[config.mk]
export PLATFORM = sky130hd
export DESIGN_NAME = indexed_list_engine_core
export DESIGN_NICKNAME = d
export VERILOG_FILES = /design/src/rtl/ilst_pkg.sv /design/src/rtl/ilst_ram.sv /design/src/rtl/ilst_ctrl.sv /design/src/rtl/indexed_list_engine_core.sv
export VERILOG_INCLUDE_DIRS = /design/src /design/src/rtl
export SDC_FILE = /design/constraint.sdc
export NUM_CORES = 2
export LEC_CHECK = 0
export BUFFER_PORTS_ARGS = -buffer_cell sky130_fd_sc_hd__buf_2
export CORE_MARGIN = 1
export CORE_UTILIZATION = 40
export DETAILED_ROUTE_END_ITERATION = 8
export PLACE_DENSITY = 0.57
export SLEW_MARGIN = 20
export SYNTH_ARGS = -nofsm -noshare
export SYNTH_HDL_FRONTEND = slang
export SYNTH_SLANG_ARGS = --single-unit
[constraint.sdc]
create_clock -name clk -period 7.7 [get_ports clk]
set_input_delay 1.155 -clock clk [delete_from_list [all_inputs] [get_ports clk]]
set_output_delay 1.155 -clock clk [all_outputs]
set_load 0.01 [all_outputs]
[src/rtl/indexed_list_engine_core_macros.svh]
// Assertion macros for the indexed list engine RTL.
`ifndef INDEXED_LIST_ENGINE_CORE_MACROS_SVH
`define INDEXED_LIST_ENGINE_CORE_MACROS_SVH

`ifndef SYNTHESIS

// Same-cycle implication: when ante holds, cons must hold in that cycle.
`define ILST_ASSERT_IMP(name, clk, rst_n, ante, cons, msg) \
  name: assert property (@(posedge clk) disable iff (!rst_n) (ante) |-> (cons)) \
    else $error(msg);

// Next-cycle implication: when ante holds, cons must hold in the next cycle.
`define ILST_ASSERT_NXT(name, clk, rst_n, ante, cons, msg) \
  name: assert property (@(posedge clk) disable iff (!rst_n) (ante) |=> (cons)) \
    else $error(msg);

`else

`define ILST_ASSERT_IMP(name, clk, rst_n, ante, cons, msg)
`define ILST_ASSERT_NXT(name, clk, rst_n, ante, cons, msg)

`endif

`endif

[src/rtl/ilst_pkg.sv]
// Types, codes and defaults shared by the indexed list engine.
package ilst_pkg;

  localparam int CAPACITY_DEF   = 64;
  localparam int VALUE_BITS_DEF = 32;

  // Request opcodes
  localparam logic [2:0] OP_APPEND = 3'd0;
  localparam logic [2:0] OP_INSERT = 3'd1;
  localparam logic [2:0] OP_SET    = 3'd2;
  localparam logic [2:0] OP_REMOVE = 3'd3;
  localparam logic [2:0] OP_CLEAR  = 3'd4;
  localparam logic [2:0] OP_GET    = 3'd5;
  localparam logic [2:0] OP_FIND   = 3'd6;

  // Result status codes
  localparam logic [1:0] STAT_OK       = 2'd0;
  localparam logic [1:0] STAT_BADPOS   = 2'd1;
  localparam logic [1:0] STAT_FULL     = 2'd2;
  localparam logic [1:0] STAT_NOTFOUND = 2'd3;

  typedef struct packed {
    logic [2:0]         opcode;
    logic [6:0]         position;
    logic signed [31:0] data_value;
  } in_req_t;

  typedef struct packed {
    logic [1:0]         status;
    logic signed [31:0] read_value;
    logic [5:0]         found_position;
    logic [6:0]         entry_count;
    logic signed [31:0] first_value;
    logic signed [31:0] last_value;
  } out_res_t;

endpackage

[src/rtl/ilst_ram.sv]
// Generic simple dual-port RAM: one write port, one registered read port.
module ilst_ram #(
  parameter int WIDTH = ilst_pkg::VALUE_BITS_DEF,
  parameter int DEPTH = ilst_pkg::CAPACITY_DEF,
  localparam int AW = $clog2(DEPTH)
) (
  input  logic             clk,
  input  logic             we,
  input  logic [AW-1:0]    waddr,
  input  logic [WIDTH-1:0] wdata,
  input  logic             re,
  input  logic [AW-1:0]    raddr,
  output logic [WIDTH-1:0] rdata
);

  logic [WIDTH-1:0] mem_r [DEPTH];
  logic [WIDTH-1:0] rdata_r;

  always_ff @(posedge clk) begin
    if (we) begin
      mem_r[waddr] <= wdata;
    end
    if (re) begin
      rdata_r <= mem_r[raddr];
    end
  end

  assign rdata = rdata_r;

endmodule

[src/rtl/ilst_ctrl.sv]
// Sequencer for the indexed list: decode, memory walk, write-back and end refresh.
`include "indexed_list_engine_core_macros.svh"

module ilst_ctrl #(
  parameter int CAPACITY   = ilst_pkg::CAPACITY_DEF,
  parameter int VALUE_BITS = ilst_pkg::VALUE_BITS_DEF,
  localparam int AW = $clog2(CAPACITY),
  localparam int CW = $clog2(CAPACITY + 1)
) (
  input  logic                  clk,
  input  logic                  rst_n,
  input  logic                  in_valid,
  output logic                  in_stall,
  input  ilst_pkg::in_req_t     in_req,
  output logic                  res_valid,
  input  logic                  res_ready,
  output ilst_pkg::out_res_t    res,
  output logic                  mem_we,
  output logic [AW-1:0]         mem_waddr,
  output logic [VALUE_BITS-1:0] mem_wdata,
  output logic                  mem_re,
  output logic [AW-1:0]         mem_raddr,
  input  logic [VALUE_BITS-1:0] mem_rdata
);

  localparam int CMPW = (CW > 7) ? CW : 7;

  typedef enum logic [6:0] {
    S_IDLE  = 7'b0000001,
    S_WALK  = 7'b0000010,
    S_WRITE = 7'b0000100,
    S_RF0   = 7'b0001000,
    S_RF1   = 7'b0010000,
    S_RF2   = 7'b0100000,
    S_DONE  = 7'b1000000
  } state_t;

  state_t                state_r, state_nxt;
  logic [2:0]            op_r, op_nxt;
  logic [AW-1:0]         pos_r, pos_nxt;
  logic [AW-1:0]         tgt_r, tgt_nxt;
  logic [VALUE_BITS-1:0] val_r, val_nxt;
  logic [CW-1:0]         count_r, count_nxt;
  logic [VALUE_BITS-1:0] first_r, first_nxt;
  logic [VALUE_BITS-1:0] last_r, last_nxt;
  logic [VALUE_BITS-1:0] readv_r, readv_nxt;
  logic [1:0]            status_r, status_nxt;
  logic [AW-1:0]         fpos_r, fpos_nxt;
  logic [AW-1:0]         walk_addr_r, walk_addr_nxt;
  logic [CW-1:0]         walk_left_r, walk_left_nxt;
  logic                  pend_r, pend_nxt;
  logic [AW-1:0]         pend_addr_r, pend_addr_nxt;

  logic                  in_fire;
  logic [CMPW-1:0]       pos_w;
  logic [CMPW-1:0]       cnt_w;
  logic                  full;
  logic [VALUE_BITS-1:0] in_val;
  logic [AW-1:0]         in_pos;

  assign in_stall = (state_r != S_IDLE);
  assign in_fire  = in_valid && !in_stall;
  assign pos_w    = CMPW'(in_req.position);
  assign cnt_w    = CMPW'(count_r);
  assign full     = (count_r == CW'(CAPACITY));
  assign in_val   = VALUE_BITS'(64'($unsigned(in_req.data_value)));
  assign in_pos   = AW'(in_req.position);

  always_comb begin
    state_nxt     = state_r;
    op_nxt        = op_r;
    pos_nxt       = pos_r;
    tgt_nxt       = tgt_r;
    val_nxt       = val_r;
    count_nxt     = count_r;
    first_nxt     = first_r;
    last_nxt      = last_r;
    readv_nxt     = readv_r;
    status_nxt    = status_r;
    fpos_nxt      = fpos_r;
    walk_addr_nxt = walk_addr_r;
    walk_left_nxt = walk_left_r;
    pend_nxt      = pend_r;
    pend_addr_nxt = pend_addr_r;
    mem_we        = 1'b0;
    mem_waddr     = tgt_r;
    mem_wdata     = val_r;
    mem_re        = 1'b0;
    mem_raddr     = walk_addr_r;
    res_valid     = 1'b0;

    case (state_r)
      S_IDLE: begin
        if (in_fire) begin
          op_nxt     = in_req.opcode;
          pos_nxt    = in_pos;
          val_nxt    = in_val;
          status_nxt = ilst_pkg::STAT_OK;
          readv_nxt  = '0;
          fpos_nxt   = '0;
          pend_nxt   = 1'b0;
          state_nxt  = S_DONE;
          case (in_req.opcode)
            ilst_pkg::OP_APPEND: begin
              if (full) begin
                status_nxt = ilst_pkg::STAT_FULL;
              end else begin
                tgt_nxt   = AW'(count_r);
                count_nxt = count_r + CW'(1);
                state_nxt = S_WRITE;
              end
            end
            ilst_pkg::OP_INSERT: begin
              if (pos_w > cnt_w) begin
                status_nxt = ilst_pkg::STAT_BADPOS;
              end else if (full) begin
                status_nxt = ilst_pkg::STAT_FULL;
              end else begin
                tgt_nxt       = in_pos;
                count_nxt     = count_r + CW'(1);
                walk_addr_nxt = AW'(count_r - CW'(1));
                walk_left_nxt = CW'(cnt_w - pos_w);
                state_nxt     = S_WALK;
              end
            end
            ilst_pkg::OP_SET: begin
              if (pos_w >= cnt_w) begin
                status_nxt = ilst_pkg::STAT_BADPOS;
              end else begin
                tgt_nxt   = in_pos;
                state_nxt = S_WRITE;
              end
            end
            ilst_pkg::OP_REMOVE: begin
              if (pos_w >= cnt_w) begin
                status_nxt = ilst_pkg::STAT_BADPOS;
              end else begin
                count_nxt     = count_r - CW'(1);
                walk_addr_nxt = in_pos;
                walk_left_nxt = CW'(cnt_w - pos_w);
                state_nxt     = S_WALK;
              end
            end
            ilst_pkg::OP_CLEAR: begin
              count_nxt = '0;
            end
            ilst_pkg::OP_GET: begin
              if (pos_w >= cnt_w) begin
                status_nxt = ilst_pkg::STAT_BADPOS;
              end else begin
                walk_addr_nxt = in_pos;
                walk_left_nxt = CW'(1);
                state_nxt     = S_WALK;
              end
            end
            ilst_pkg::OP_FIND: begin
              status_nxt    = ilst_pkg::STAT_NOTFOUND;
              walk_addr_nxt = '0;
              walk_left_nxt = count_r;
              state_nxt     = S_WALK;
            end
            default: begin
            end
          endcase
        end
      end

      S_WALK: begin
        // issue the next read of the walk
        if (walk_left_r != '0) begin
          mem_re        = 1'b1;
          mem_raddr     = walk_addr_r;
          walk_left_nxt = walk_left_r - CW'(1);
          walk_addr_nxt = (op_r == ilst_pkg::OP_INSERT) ? (walk_addr_r - AW'(1))
                                                        : (walk_addr_r + AW'(1));
        end
        pend_nxt      = (walk_left_r != '0);
        pend_addr_nxt = walk_addr_r;

        // handle the word read in the previous cycle
        if (pend_r) begin
          case (op_r)
            ilst_pkg::OP_INSERT: begin
              mem_we    = 1'b1;
              mem_waddr = pend_addr_r + AW'(1);
              mem_wdata = mem_rdata;
            end
            ilst_pkg::OP_REMOVE: begin
              if (pend_addr_r == pos_r) begin
                readv_nxt = mem_rdata;
              end else begin
                mem_we    = 1'b1;
                mem_waddr = pend_addr_r - AW'(1);
                mem_wdata = mem_rdata;
              end
            end
            ilst_pkg::OP_GET: begin
              readv_nxt = mem_rdata;
            end
            ilst_pkg::OP_FIND: begin
              if (mem_rdata == val_r) begin
                status_nxt = ilst_pkg::STAT_OK;
                fpos_nxt   = pend_addr_r;
                pend_nxt   = 1'b0;
                state_nxt  = S_DONE;
              end
            end
            default: begin
            end
          endcase
        end

        if ((walk_left_r == '0) && !pend_r) begin
          case (op_r)
            ilst_pkg::OP_INSERT: state_nxt = S_WRITE;
            ilst_pkg::OP_REMOVE: state_nxt = S_RF0;
            default:             state_nxt = S_DONE;
          endcase
        end
      end

      S_WRITE: begin
        mem_we    = 1'b1;
        mem_waddr = tgt_r;
        mem_wdata = val_r;
        state_nxt = S_RF0;
      end

      S_RF0: begin
        if (count_r == '0) begin
          state_nxt = S_DONE;
        end else begin
          mem_re    = 1'b1;
          mem_raddr = '0;
          state_nxt = S_RF1;
        end
      end

      S_RF1: begin
        mem_re    = 1'b1;
        mem_raddr = AW'(count_r - CW'(1));
        first_nxt = mem_rdata;
        state_nxt = S_RF2;
      end

      S_RF2: begin
        last_nxt  = mem_rdata;
        state_nxt = S_DONE;
      end

      S_DONE: begin
        res_valid = 1'b1;
        if (res_ready) begin
          state_nxt = S_IDLE;
        end
      end

      default: begin
        state_nxt = S_IDLE;
      end
    endcase
  end

  always_comb begin
    res.status         = status_r;
    res.read_value     = $signed(32'(64'(readv_r)));
    res.found_position = 6'(fpos_r);
    res.entry_count    = 7'(count_r);
    res.first_value    = (count_r == '0) ? '0 : $signed(32'(64'(first_r)));
    res.last_value     = (count_r == '0) ? '0 : $signed(32'(64'(last_r)));
  end

  always_ff @(posedge clk) begin
    if (!rst_n) begin
      state_r <= S_IDLE;
      count_r <= '0;
      pend_r  <= 1'b0;
    end else begin
      state_r <= state_nxt;
      count_r <= count_nxt;
      pend_r  <= pend_nxt;
    end
  end

  always_ff @(posedge clk) begin
    op_r        <= op_nxt;
    pos_r       <= pos_nxt;
    tgt_r       <= tgt_nxt;
    val_r       <= val_nxt;
    first_r     <= first_nxt;
    last_r      <= last_nxt;
    readv_r     <= readv_nxt;
    status_r    <= status_nxt;
    fpos_r      <= fpos_nxt;
    walk_addr_r <= walk_addr_nxt;
    walk_left_r <= walk_left_nxt;
    pend_addr_r <= pend_addr_nxt;
  end

  `ILST_ASSERT_IMP(a_no_rw_clash, clk, rst_n, mem_we && mem_re, mem_waddr != mem_raddr, "read and write hit the same entry")
  `ILST_ASSERT_IMP(a_count_bound, clk, rst_n, state_r == S_DONE, count_r <= CW'(CAPACITY), "entry count above capacity")
  `ILST_ASSERT_NXT(a_busy_after_accept, clk, rst_n, in_fire, state_r != S_IDLE, "request accepted but sequencer idle")

endmodule

[src/rtl/indexed_list_engine_core.sv]
// Top level of the indexed list engine: list memory, sequencer and result register.
//
//   channel  direction  handshake             payload
//   in_      request    in_valid / in_stall   ilst_pkg::in_req_t  (opcode, position, data_value)
//   out_     result     out_valid / out_stall ilst_pkg::out_res_t (status ... last_value)
//
// Each accepted request passes the sequencer before the result register loads: clear, unused
// opcodes and refused requests go straight to the result; get, insert, remove and find walk
// the entries one per cycle through the single read port of the memory; append, set and insert
// write the new value; append, set, insert and remove then refresh first and last values.
// Reset clears the entry count and the sequencer; the list memory is not cleared.
// Hold a result in the output register while out_stall is high; take the next request after.
module indexed_list_engine_core #(
  parameter int CAPACITY   = ilst_pkg::CAPACITY_DEF,
  parameter int VALUE_BITS = ilst_pkg::VALUE_BITS_DEF
) (
  input  logic               clk,
  input  logic               rst_n,
  input  logic               in_valid,
  output logic               in_stall,
  input  ilst_pkg::in_req_t  in_req,
  output logic               out_valid,
  input  logic               out_stall,
  output ilst_pkg::out_res_t out_res
);

  localparam int AW = $clog2(CAPACITY);

  logic                  mem_we;
  logic [AW-1:0]         mem_waddr;
  logic [VALUE_BITS-1:0] mem_wdata;
  logic                  mem_re;
  logic [AW-1:0]         mem_raddr;
  logic [VALUE_BITS-1:0] mem_rdata;

  logic                  res_valid;
  logic                  res_ready;
  ilst_pkg::out_res_t    res;

  logic                  out_valid_r, out_valid_nxt;
  ilst_pkg::out_res_t    out_res_r;
  logic                  res_load;

  // List storage: one word per position, read data registered
  ilst_ram #(
    .WIDTH (VALUE_BITS),
    .DEPTH (CAPACITY)
  ) u_ram (
    .clk   (clk),
    .we    (mem_we),
    .waddr (mem_waddr),
    .wdata (mem_wdata),
    .re    (mem_re),
    .raddr (mem_raddr),
    .rdata (mem_rdata)
  );

  // Decode, shift walks, search and first/last refresh
  ilst_ctrl #(
    .CAPACITY   (CAPACITY),
    .VALUE_BITS (VALUE_BITS)
  ) u_ctrl (
    .clk       (clk),
    .rst_n     (rst_n),
    .in_valid  (in_valid),
    .in_stall  (in_stall),
    .in_req    (in_req),
    .res_valid (res_valid),
    .res_ready (res_ready),
    .res       (res),
    .mem_we    (mem_we),
    .mem_waddr (mem_waddr),
    .mem_wdata (mem_wdata),
    .mem_re    (mem_re),
    .mem_raddr (mem_raddr),
    .mem_rdata (mem_rdata)
  );

  // Take a new result whenever the output register is empty or being drained
  assign res_ready     = !out_valid_r || !out_stall;
  assign res_load      = res_valid && res_ready;
  assign out_valid_nxt = res_load || (out_valid_r && out_stall);

  always_ff @(posedge clk) begin
    if (!rst_n) begin
      out_valid_r <= 1'b0;
    end else begin
      out_valid_r <= out_valid_nxt;
    end
  end

  // Hold the payload while stalled; load only on handover
  always_ff @(posedge clk) begin
    if (res_load) begin
      out_res_r <= res;
    end
  end

  assign out_valid = out_valid_r;
  assign out_res   = out_res_r;

endmodule
==> impl_metrics.yaml <==
finish:
  num-fill-cells: 19500
  regArea_mm2: 0.0712
  post_route_cells_drive_above_1_share_pct: 15.4
  fin_area_mm2: 0.105
  multi_input_area_mm2: 0.0204
  final_cell_mix: "edfxtp_1 (2361), nand2_1 (686), mux2i_1 (452)"
  areaGrowthSynthToFinish_pct: 13.9
  nets: 5811
  mostFrequentLayoutCell: "edfxtp_1"
  final_util_pct: 46.0
clocking:
  postCtsSetupRepairBufs: 0
  path_clk_slew_ns: 0.07
  htree_levels: 4
  clock_latency_ns: 0.89
  cts_resized: 0
  tritoncts: "done"
  ctsRootBufferMaster: "clkbuf_16"
  cts_made_buffers: 227
  clock_sinks: 2377
  cts-hold-fix-buffers: 0
  cts_buffer_depth: 3
floorplanning:
  coreArea_mm2: 0.228
  dieWidth_um: 482
  rows: 175
  fp.dieArea_mm2: 0.232
  die_y_um: 482
  io_pins: 159
  initial_core_util_pct: 40.4
yosys:
  yosys.area_share.simple_pct: 6.13
  synth.distinct_cells: 74
  synth_seq_area_share_pct: 77.3
  synth_compound_area_share_pct: 5.73
  synth-async-reset-ratio_pct: 0
  synth_cells: 5478
  yosys.area.top_type: "edfxtp_1"
  synth_top_area_share_pct: 76.9
  synth_edf_count: 2361
  ys_top_cells_by_area: "edfxtp_1 (77%), mux2i_1 (4.9%), mux4_2 (3.3%)"
  ys_warn_count: 0
  ys_ff_latch: 2377
  yosys-mux-area-fraction_pct: 8.41
  syn_area_per_cell_um2: 16.8
  synth_top_family_by_area: "multiplexers"
  syn_area_mm2: 0.0921
  synth_fp_nets: 5542
  yosys.area_share.xor_xnor_pct: 0.599
  synthAdderAreaFrac_pct: 0.261
  synth_top_flop_cell: "edfxtp_1"
worst_setup_path:
  regToRegStartpoint: "u_ctrl.cnt_w[0]"
  start_kind: "flop"
  end_kind: "flop"
  critPathBufInv: 4
  crit_path_frequent_cell: "buf_4"
  worstPathArrival_ns: 6.53
  path_cells: "inv_1 -> ha_1 -> and3_1 -> o31ai_2 -> o22ai_4 -> buf_4 -> nand2_4 -> buf_4 -> buf_4 -> o22ai_1 -> or4_1 -> o221ai_1 -> o31ai_1"
  critPathKind: "flop to flop"
  path_max_fanout: 34
  required_ns: 8.29
  path_delay_family: "compound AO/OA/AOI/OAI gates"
  slowest_delay_ns: 0.66
  crit_start: "u_ctrl.cnt_w[0]"
  crit_slowest_cell: "o221ai_1"
sta:
  setup_tns_ns: 0
  max_freq_ghz: 0.168
  finalHoldViolCount: 0
  skew_ns: 0.0447
  period_needed_ns: 5.94
  min_period_over_period_pct: 77.1
  timing.final.setup_violations: 0
  slew_headroom_pct: 26.5
  rsz0062_at_grt: "no"
  worstMarginPinSlew_ns: 1.10
  fin_ws_ns: 1.76
  maxSlewViolCount: 0
drt:
  dr.first_iter.drc_count: 5920
  drc_errors: 0
  routed_wl_mm: 256
  via_count: 51300
  wl_per_cell_um: 28.6
  ant_nets: 0
  drtPass1Iterations: 6
  viasPerCell: 5.74
placement:
  postPlaceCellArea_mm2: 0.0979
  port_buffers: 158
  dp_slack_ns: 1.41
  gp_congestion: 0.847
  hpwlAfterDp_mm: 149
grt:
  grt_max_degree: 108
  antenna_found_initial: 9
  overflow: 0
  grt_pass1_vias: 49400
  grt_pass1_wl_mm: 363
  grt.total_usage_pct: 21.7
pwr:
  internal_power_w: 0.0204
  seqPwrFrac_pct: 55.5
  combinationalPowerShare_pct: 3.4
  p_leak_nw: 34.7
  power.density_mw_per_mm2: 247
  vdd_drop_max_v: 0.000231
  p_sw_w: 0.00555
  clkPwrFrac_pct: 41.1
  p_sw_share_pct: 21.4
worst_hold_path:
  hp-start: "u_ctrl.readv_r[1]"
  hp-class: "flop to flop"
job:
  maxCapViolCount: 0
run_status:
  status: "completed"
## power by group through the flow
stage               logic [W]  clock network (W)  registers (W)
floorplan            0.000497                  0         0.0147
global placement     0.000864                  0         0.0147
detailed placement   0.000883                  0         0.0147
CTS                  0.000887             0.0108         0.0144
global route         0.000954             0.0113         0.0144
finish               0.000892             0.0106         0.0144
## synth_stat cells (all sizes together), types with 10 or more instances
library cell	n
a2111oi	10
a211oi	23
a21o	19
a21oi	258
a221o	14
a221oi	17
a22oi	32
a311oi	24
a31oi	29
and2	106
and3	24
buf	163
clkbuf	143
dfxtp	16
edfxtp	2361
ha	16
inv	24
mux2	16
mux2i	452
mux4	135
nand2	692
nand3	123
nor2	101
nor2b	12
nor3	24
nor4	73
o21ai	152
o22ai	194
o31ai	18
or4	49
xnor2	31
xor2	32
## layout make-up
class / instances / area share [%]
diodes: 1 / 0.00238
clock buffers: 266 / 5.55
clock inverters: 153 / 1.15
inverters: 26 / 0.0930
multi-input cells: 2769 / 19.4
flip-flops and latches: 2377 / 67.9
well taps: 3009 / 3.59
repair buffers: 346 / 2.33
## cells by family after synthesis
family | Yosys count
simple gates | 1236
compound gates | 849
fa+ha+maj | 18
flops | 2377
buf+inv | 332
mux | 603
xor+xnor | 63
## through the flow
| stage | hold WS [ns] | instances | total power (W) |
|---|---|---|---|
| after floorplan | 0.400 | 5478 | 0.0152 |
| after global placement | 0.402 | 8523 | 0.0155 |
| after detailed placement | 0.405 | 8526 | 0.0155 |
| final | 0.415 | 8947 | 0.0259 |
| after CTS | 0.418 | 8945 | 0.0261 |
| after global routing | 0.422 | 8947 | 0.0266 |
## path summary, 6_finish.rpt
kind,end,slack [ns],cells past startpoint
max reg2reg,u_ram.rdata[10],1.76,13
min reg2reg,out_res[78],0.42,0
min,out_res[78],0.42,0
max,u_ram.rdata[10],1.76,13
## registers in the layout, summed over array words and instances, names as in the netlist, 2 cells and up
register	cells
out_res	111
u_ctrl.cnt_w	7
u_ctrl.first_r	32
u_ctrl.fpos_r	6
u_ctrl.last_r	32
u_ctrl.op_r	3
u_ctrl.pend_addr_r	6
u_ctrl.pos_r	6
u_ctrl.readv_r	32
u_ctrl.state_r	7
u_ctrl.status_r	2
u_ctrl.tgt_r	6
u_ctrl.val_r	32
u_ctrl.walk_addr_r	6
u_ctrl.walk_left_r	7
u_ram.mem_r	2048
u_ram.rdata	32
## metal layers
layer  vias up  global-route usage, %  share of wire (%)
met5         -                      0                  0
met4         0                   5.76                2.3
met3       347                   3.82                7.6
met2      2213                   35.1                 48
met1     26700                   30.4                 43
li1      22000                      -                  -
Note: power is estimated with default switching activity, not from simulation.
